$ cat src/hdl/asbox_pkg.sv
`timescale 1ns / 1ps
`default_nettype none
// -----------------------------------------------------------------------------
// asbox_pkg
// Types, constants and GF(2^8) helpers for the AES S-box word substitute.
// -----------------------------------------------------------------------------
package asbox_pkg;

   localparam int WORD_BYTES = 4;
   localparam int WORD_BITS  = 8 * WORD_BYTES;

   typedef logic [7:0]                  byte_type;
   typedef logic [WORD_BITS-1:0]        word_type;
   typedef byte_type [WORD_BYTES-1:0]   lanes_type;

   // Reduction polynomial x^8+x^4+x^3+x+1 without the x^8 term
   localparam byte_type GF_POLY    = 8'h1B;
   localparam byte_type AFFINE_ADD = 8'h63;

   // GF(2^8) product: shift-and-add, eight narrow steps
   function automatic byte_type gf_mul(input byte_type a, input byte_type b);
      byte_type acc;
      byte_type sh;
      acc = '0;
      sh  = a;
      for (int i = 0; i < 8; i++) begin
         if (b[i]) begin
            acc = acc ^ sh;
         end
         sh = sh[7] ? ({sh[6:0], 1'b0} ^ GF_POLY) : {sh[6:0], 1'b0};
      end
      return acc;
   endfunction

   function automatic byte_type gf_sq(input byte_type a);
      return gf_mul(a, a);
   endfunction

   function automatic byte_type rotl8(input byte_type a, input int unsigned n);
      return byte_type'((a << n) | (a >> (8 - n)));
   endfunction

   // AES affine output map applied to the field inverse
   function automatic byte_type sbox_affine(input byte_type x);
      return x ^ rotl8(x, 1) ^ rotl8(x, 2) ^ rotl8(x, 3) ^ rotl8(x, 4) ^ AFFINE_ADD;
   endfunction

endpackage
`default_nettype wire

$ cat src/hdl/aes_sbox_word_substitute.sv
`timescale 1ns / 1ps
`default_nettype none
// Pipeline: stage 1, stage 2 and stage 3 registers; stage 3 drives the response.
// Throughput: one word per cycle while rsp_tready does not stall the output; each
// of the three stages is about one GF(2^8) multiply deep per lane (x^3, then x^15
// and x^14, then x^254 with the affine map).
// Reset: synchronous, clears the stage valid bits; payload registers keep data.
// -----------------------------------------------------------------------------
// aes_sbox_word_substitute
// Pipelined AES forward S-box on the lane bytes of a 32-bit word (others read zero),
// computed as the field inverse x^254 by an addition chain, then the affine map.
// -----------------------------------------------------------------------------
module aes_sbox_word_substitute #(
   parameter int LANE_BYTES = 4
) (
   input  wire                        clock,
   input  wire                        reset,
   input  wire                        req_tvalid,
   output logic                       req_tready,
   input  wire  asbox_pkg::word_type  req_tdata,   // [31:0] data_word
   output logic                       rsp_tvalid,
   input  wire                        rsp_tready,
   output asbox_pkg::word_type        rsp_tdata    // [31:0] subst_word
);
   import asbox_pkg::*;

   localparam int ACTIVE_LANES = (LANE_BYTES < WORD_BYTES) ? LANE_BYTES : WORD_BYTES;
   localparam int ACTIVE_BITS  = 8 * ACTIVE_LANES;
   localparam word_type LANE_MASK =
      (ACTIVE_BITS >= WORD_BITS) ? {WORD_BITS{1'b1}}
                                 : word_type'((64'd1 << ACTIVE_BITS) - 64'd1);

   logic      s1_valid_ff, s1_valid_in;
   logic      s2_valid_ff, s2_valid_in;
   logic      s3_valid_ff, s3_valid_in;
   logic      s1_ready, s2_ready, s3_ready;
   logic      s1_load, s2_load, s3_load;

   lanes_type s1_x_ff,   s1_x_in;    // x
   lanes_type s1_p3_ff,  s1_p3_in;   // x^3
   lanes_type s2_p14_ff, s2_p14_in;  // x^14
   lanes_type s2_p15_ff, s2_p15_in;  // x^15
   lanes_type s3_out_ff, s3_out_in;  // S-box result

   // A stage may take new data when empty or when it drains this cycle
   assign s3_ready   = !s3_valid_ff || rsp_tready;
   assign s2_ready   = !s2_valid_ff || s3_ready;
   assign s1_ready   = !s1_valid_ff || s2_ready;
   assign req_tready = s1_ready;

   assign s1_load = req_tvalid && s1_ready;
   assign s2_load = s1_valid_ff && s2_ready;
   assign s3_load = s2_valid_ff && s3_ready;

   assign s1_valid_in = s1_ready ? req_tvalid  : s1_valid_ff;
   assign s2_valid_in = s2_ready ? s1_valid_ff : s2_valid_ff;
   assign s3_valid_in = s3_ready ? s2_valid_ff : s3_valid_ff;

   always_comb begin
      byte_type x;
      byte_type p12;
      byte_type p240;
      for (int i = 0; i < WORD_BYTES; i++) begin
         x          = req_tdata[8*i +: 8];
         s1_x_in[i] = x;
         s1_p3_in[i] = gf_mul(gf_sq(x), x);

         p12          = gf_sq(gf_sq(s1_p3_ff[i]));
         s2_p15_in[i] = gf_mul(p12, s1_p3_ff[i]);
         s2_p14_in[i] = gf_mul(p12, gf_sq(s1_x_ff[i]));

         p240          = gf_sq(gf_sq(gf_sq(gf_sq(s2_p15_ff[i]))));
         s3_out_in[i]  = (i < ACTIVE_LANES) ? sbox_affine(gf_mul(p240, s2_p14_ff[i])) : '0;
      end
   end

   always_ff @(posedge clock) begin
      if (reset) begin
         s1_valid_ff <= 1'b0;
         s2_valid_ff <= 1'b0;
         s3_valid_ff <= 1'b0;
      end else begin
         s1_valid_ff <= s1_valid_in;
         s2_valid_ff <= s2_valid_in;
         s3_valid_ff <= s3_valid_in;
      end
   end

   always_ff @(posedge clock) begin
      if (s1_load) begin
         s1_x_ff  <= s1_x_in;
         s1_p3_ff <= s1_p3_in;
      end
      if (s2_load) begin
         s2_p14_ff <= s2_p14_in;
         s2_p15_ff <= s2_p15_in;
      end
      if (s3_load) begin
         s3_out_ff <= s3_out_in;
      end
   end

   assign rsp_tvalid = s3_valid_ff;
   assign rsp_tdata  = word_type'(s3_out_ff);

   a_drain_ready : assert property (@(posedge clock) disable iff (reset)
      rsp_tready |-> req_tready)
      else $error("input stalled while the output side accepts");

   a_stage_advance : assert property (@(posedge clock) disable iff (reset)
      (s1_valid_ff && s2_ready) |=> s2_valid_ff)
      else $error("request lost between stage 1 and stage 2");

   a_reset_empty : assert property (@(posedge clock)
      reset |=> !rsp_tvalid)
      else $error("result valid right after reset");

   a_unused_lanes : assert property (@(posedge clock) disable iff (reset)
      rsp_tvalid |-> ((rsp_tdata & ~LANE_MASK) == '0))
      else $error("byte without a lane is not zero");

endmodule
`default_nettype wire

$ cat config.mk
export PLATFORM = sky130hd
export DESIGN_NAME = aes_sbox_word_substitute
export DESIGN_NICKNAME = d
export VERILOG_FILES = /design/src/hdl/asbox_pkg.sv /design/src/hdl/aes_sbox_word_substitute.sv
export SDC_FILE = /design/constraint.sdc
export NUM_CORES = 2
export LEC_CHECK = 0
export ABC_CLOCK_PERIOD_IN_PS = 15450
export BUFFER_PORTS_ARGS = -buffer_cell sky130_fd_sc_hd__buf_2
export CORE_ASPECT_RATIO = 0.6
export CORE_MARGIN = 1.5
export CORE_UTILIZATION = 35
export DETAILED_ROUTE_END_ITERATION = 7
export GPL_TIMING_DRIVEN = 0
export PLACE_DENSITY_LB_ADDON = 0.08
export SLEW_MARGIN = 40
export SYNTH_ARGS = -nofsm -noshare
export SYNTH_HDL_FRONTEND = slang
export SYNTH_SLANG_ARGS = --single-unit
$ cat constraint.sdc
create_clock -name clock -period 15.45 [get_ports clock]
set_clock_uncertainty 0.15 [all_clocks]
set_input_delay 3.09 -clock clock [delete_from_list [all_inputs] [get_ports clock]]
set_output_delay 3.09 -clock clock [all_outputs]
set_load 0.02 [all_outputs]
After elaboration in Yosys (flattened, before gate mapping)

Index checks and enable logic that the tools add are counted.

Flip-flop bits (word level): 163
Bits of input ports: 36
Output and inout port bits: 34
Word-level logic and storage cells: 1404

Muxes and demuxes: 692
Bitwise gates (word level): 680
Reduce and logical (&&, ||, !) cells: 9

Operators with widths:

| cell                                        | count |
|---|---|
| 8-bit two-way mux                           | 384 |
| 8-bit bitwise XOR                           | 352 |
| 5-bit two-way mux                           | 308 |
| 4-bit inverter                              | 312 |
| 8-bit by 1-bit bitwise OR with 8-bit output | 4 |
| 8-bit by 2-bit bitwise OR with 8-bit output | 4 |
| 8-bit by 3-bit bitwise OR with 8-bit output | 4 |
| 8-bit by 4-bit bitwise OR with 8-bit output | 4 |
| 1-bit logical AND                           | 3 |
| 1-bit logical NOT                           | 3 |
| 1-bit logical OR                            | 3 |

Longest topological paths before layout

Depth in word-level cells: 86
Mapped depth: 36
Depth with buffers taken out: 33

Worst setup path before layout

OpenSTA, ideal clock, no wires.

Path kind: register to register
Start point: register s2_p15_ff[8] (netlist name)
End point: register s3_out_ff (netlist bit rsp_tdata[9]), data pin
Setup time: 0.267 ns
Data arrival time: 8.850 ns
Path slack: 6.183 ns
Stages on the path, launching flop included: 35
Buffers on the path: 2
Period minus slack after synthesis: 9.267 ns
Cell sequence: edfxtp_1 -> ha_1 -> mux2i_1 -> xnor3_1 -> xnor2_1 -> xnor2_2 -> ha_1 -> xnor2_1 -> maj3_1 -> mux2i_1 -> xnor2_1 -> xnor2_1 -> ha_1 -> nand2_1 -> xor2_1 -> xnor2_1 -> clkinv_1 -> clkbuf_1 -> ha_1 -> xor2_1 -> mux2i_1 -> xnor2_1 -> clkbuf_1 -> nor3_1 -> a2111oi_0 -> nand4_1 -> xnor2_2 -> xnor2_1 -> or2_2 -> o21ai_0 -> a22oi_1 -> xnor2_1 -> xnor2_1 -> xor2_1 -> xnor2_1

RTL lines:

| item                   | RTL line                       | source |
|---|---|---|
| start, declared        | aes_sbox_word_substitute.sv:42 | `lanes_type s2_p15_ff, s2_p15_in;` |
| start signal, assigned | aes_sbox_word_substitute.sv:96 | `s2_p15_ff <= s2_p15_in;` |
| end signal, assigned   | aes_sbox_word_substitute.sv:99 | `s3_out_ff <= s3_out_in;` |
| end, declared          | aes_sbox_word_substitute.sv:43 | `lanes_type s3_out_ff, s3_out_in;` |

==> metrics <==
initial antenna violation count=1; Post-CTS Resized=0; Avg Inst Size Synth=7.434 µm²; main flop type after synthesis=edfxtp_1; DR DRC count=0; post-route cell area=48030 µm²; CP required=15.59 ns; Core Rows=100; postcts setup bufs=0; nets@finish=6104; gr usage total=20.23%; Placed Cells=7700; fin crit period=11.37 ns; critical path class=flip-flop to flip-flop; cell area after placement=47240 µm²; I/O Buffers=69; Async S/R FF share, synth=0%; via count=40.08k; Slew HR=35.01%; Post-Route Setup TNS=0 ns; layout cell share with drive strength beyond 1=6.166%; CTS H-tree depth=4; hpwl dp=104.3 mm; count of final setup violators=0; Avg Vias per Cell=5.182; Cells after Synth=5936; Clock Latency Late Sink=0.55 ns; clk slew on worst S/H paths=0.09 ns; post-route ant nets=0; sequential share of the synthesized area=11.02%; Clock Path Buffers=2; Core Area=124500 µm²; Synthesis Warnings=0; routed len/inst=17.00 µm; TritonCTS clock tree=yes; 1st-iter DRT viols=3555; area grow syn2layout=8.843%; Yosys cell types=118; vias in the first global route=35.96k; EDFF count, synth=160; GP Congestion=0.8796; Die H=278.1 µm; slowest cell on the critical path=xnor2_1; Slew Limit Fails=0; Slew @ Worst Pin=0.9716 ns; pin count of the biggest net entering global routing=19; final hold vios=0; Hold-fix buffers, CTS=0; #FFs+latches synth=163; die area=128300 µm²; Synth Cell Area=44130 µm²; crit share post-route=73.60%; FMAX=87.94 MHz; worst hold path type=flip-flop to flip-flop; I/O pins=70; MaxCap Viol Count=0; first-pass GRT wire length=210.7 mm; gr ovfl total=0; Final Non-Filler Cells=7733; drt pass-1 iters=6; total CTS buffers=17; Die X=461.4 µm; critical path arrival=11.51 ns; Synthesized Nets=6004; final wirelength=131.5 mm; crit-path most repeated cell=xnor2_1; RSZ-0062 raised after global routing=false; starting density of the core=35.45%; # clock sinks=163; CP endpoint kind=flip-flop; Worst setup SP type=flip-flop; outcome=completed; Root Buffer=clkbuf_16; max incr delay on CP=0.65 ns; Crit Path Max Fanout=10
-- registers in the layout, summed over array words and instances, names as in the netlist --
register / count
s2_valid_ff: 1
s2_p14_ff: 32
s1_x_ff: 32
s2_p15_ff: 32
rsp_tvalid: 1
s1_valid_ff: 1
rsp_tdata: 32
s1_p3_ff: 32
-- synth_stat cells (73+ instances only) --
cell type     n  area share [%]
xor2_1      476             9.4
nor2_1      436             3.7
a22oi_1      82             1.4
mux2i_1     101             2.3
nand3_1      94             1.1
edfxtp_1    160              11
inv_1       102            0.87
clkbuf_1    278             2.4
nor3_1       91             1.0
a21oi_1     283             3.2
xnor3_1      82             4.2
nand2_1     995             8.5
nor2b_1      76             1.1
xnor2_1    1481              29
o21ai_0     265             3.0
nand2b_1     73             1.0
-- kinds of logic after synthesis --
logic type      after synthesis  share of synthesized area, %
xor+xnor                   2090                         45.45
simple gates               1970                         19.72
compound gates             1036                         15.13
buf+inv                     510                         4.627
flops                       163                         11.02
mux                         130                         3.031
fa+ha+maj                    37                         1.021
-- final cells by class --
cell class,instances,area (µm²)
inverter,123,461.7
antenna,1,2.502
fill,13070,76460
clock inverter,15,180.2
sequential,163,4865
clock buffer,17,425.4
multi-input combinational,5263,37870
timing repair buffer,81,539.3
tap,1683,2106
buffer,387,1580
-- per-stage QoR --
stage	setup WS, ns	hold slack, ns	utilization [%]
after detailed placement	4.293	0.4002	37.94
after CTS	4.216	0.4144	38.43
after floorplan	6.183	0.3256	-
final	4.079	0.4160	38.58
after global placement	3.332	0.3494	37.42
after global routing	3.162	0.4592	38.58
-- cell usage in the layout (no fill, tap or decap), types with 47 or more instances in the layout --
master	n
clkbuf_1	278
nand3_1	94
edfxtp_1	160
nor2_1	436
a22oi_1	82
nand2_1	995
xnor3_1	82
buf_1	47
a21oi_1	283
nor2b_1	75
nand2b_1	73
o22ai_1	56
xor2_1	470
xnor2_1	1407
nor3_1	91
xnor2_2	93
buf_2	116
o21ai_0	265
inv_1	102
mux2i_1	101
-- per-layer routing --
| metal | wire [µm] | vias to the layer above | track usage, % |
|---|---|---|---|
| li1 | - | 20150 | - |
| met1 | 77780 | 18920 | 36.39 |
| met2 | 45270 | 968 | 23.68 |
| met3 | 7447 | 36 | 2.444 |
| met4 | 957 | 0 | 2.996 |
| met5 | 0 | - | 0 |
-- critical path, delay by kind of cell (launching register included) --
| family | cells | cell delay (ns) |
|---|---|---|
| XOR/XNOR | 17 | 5.18 |
| AND/OR/NAND/NOR | 4 | 0.49 |
| multiplexers | 2 | 0.72 |
| AO/OA/AOI/OAI | 4 | 0.71 |
| adder cells (fa/ha/maj) | 5 | 2.01 |
| flip-flops | 1 | 0.52 |
| buffers and inverters | 3 | 1.34 |
-- path summary, 6_finish.rpt --
check,end,from,slack [ns],cells after the start
hold reg to reg,s2_valid_ff$_SDFFE_PP0P_,s1_valid_ff$_SDFFE_PP0N_,0.42,2
hold / removal,s2_valid_ff$_SDFFE_PP0P_,s1_valid_ff$_SDFFE_PP0N_,0.42,2
setup / recovery,rsp_tdata[9]$_DFFE_PP_,s2_p15_ff[8]$_DFFE_PP_,4.08,35
setup reg to reg,rsp_tdata[9]$_DFFE_PP_,s2_p15_ff[8]$_DFFE_PP_,4.08,35
Power is left out: the tool's default activity adds up to more than one toggle a clock period on the data nets, which glitch-free logic cannot reach.
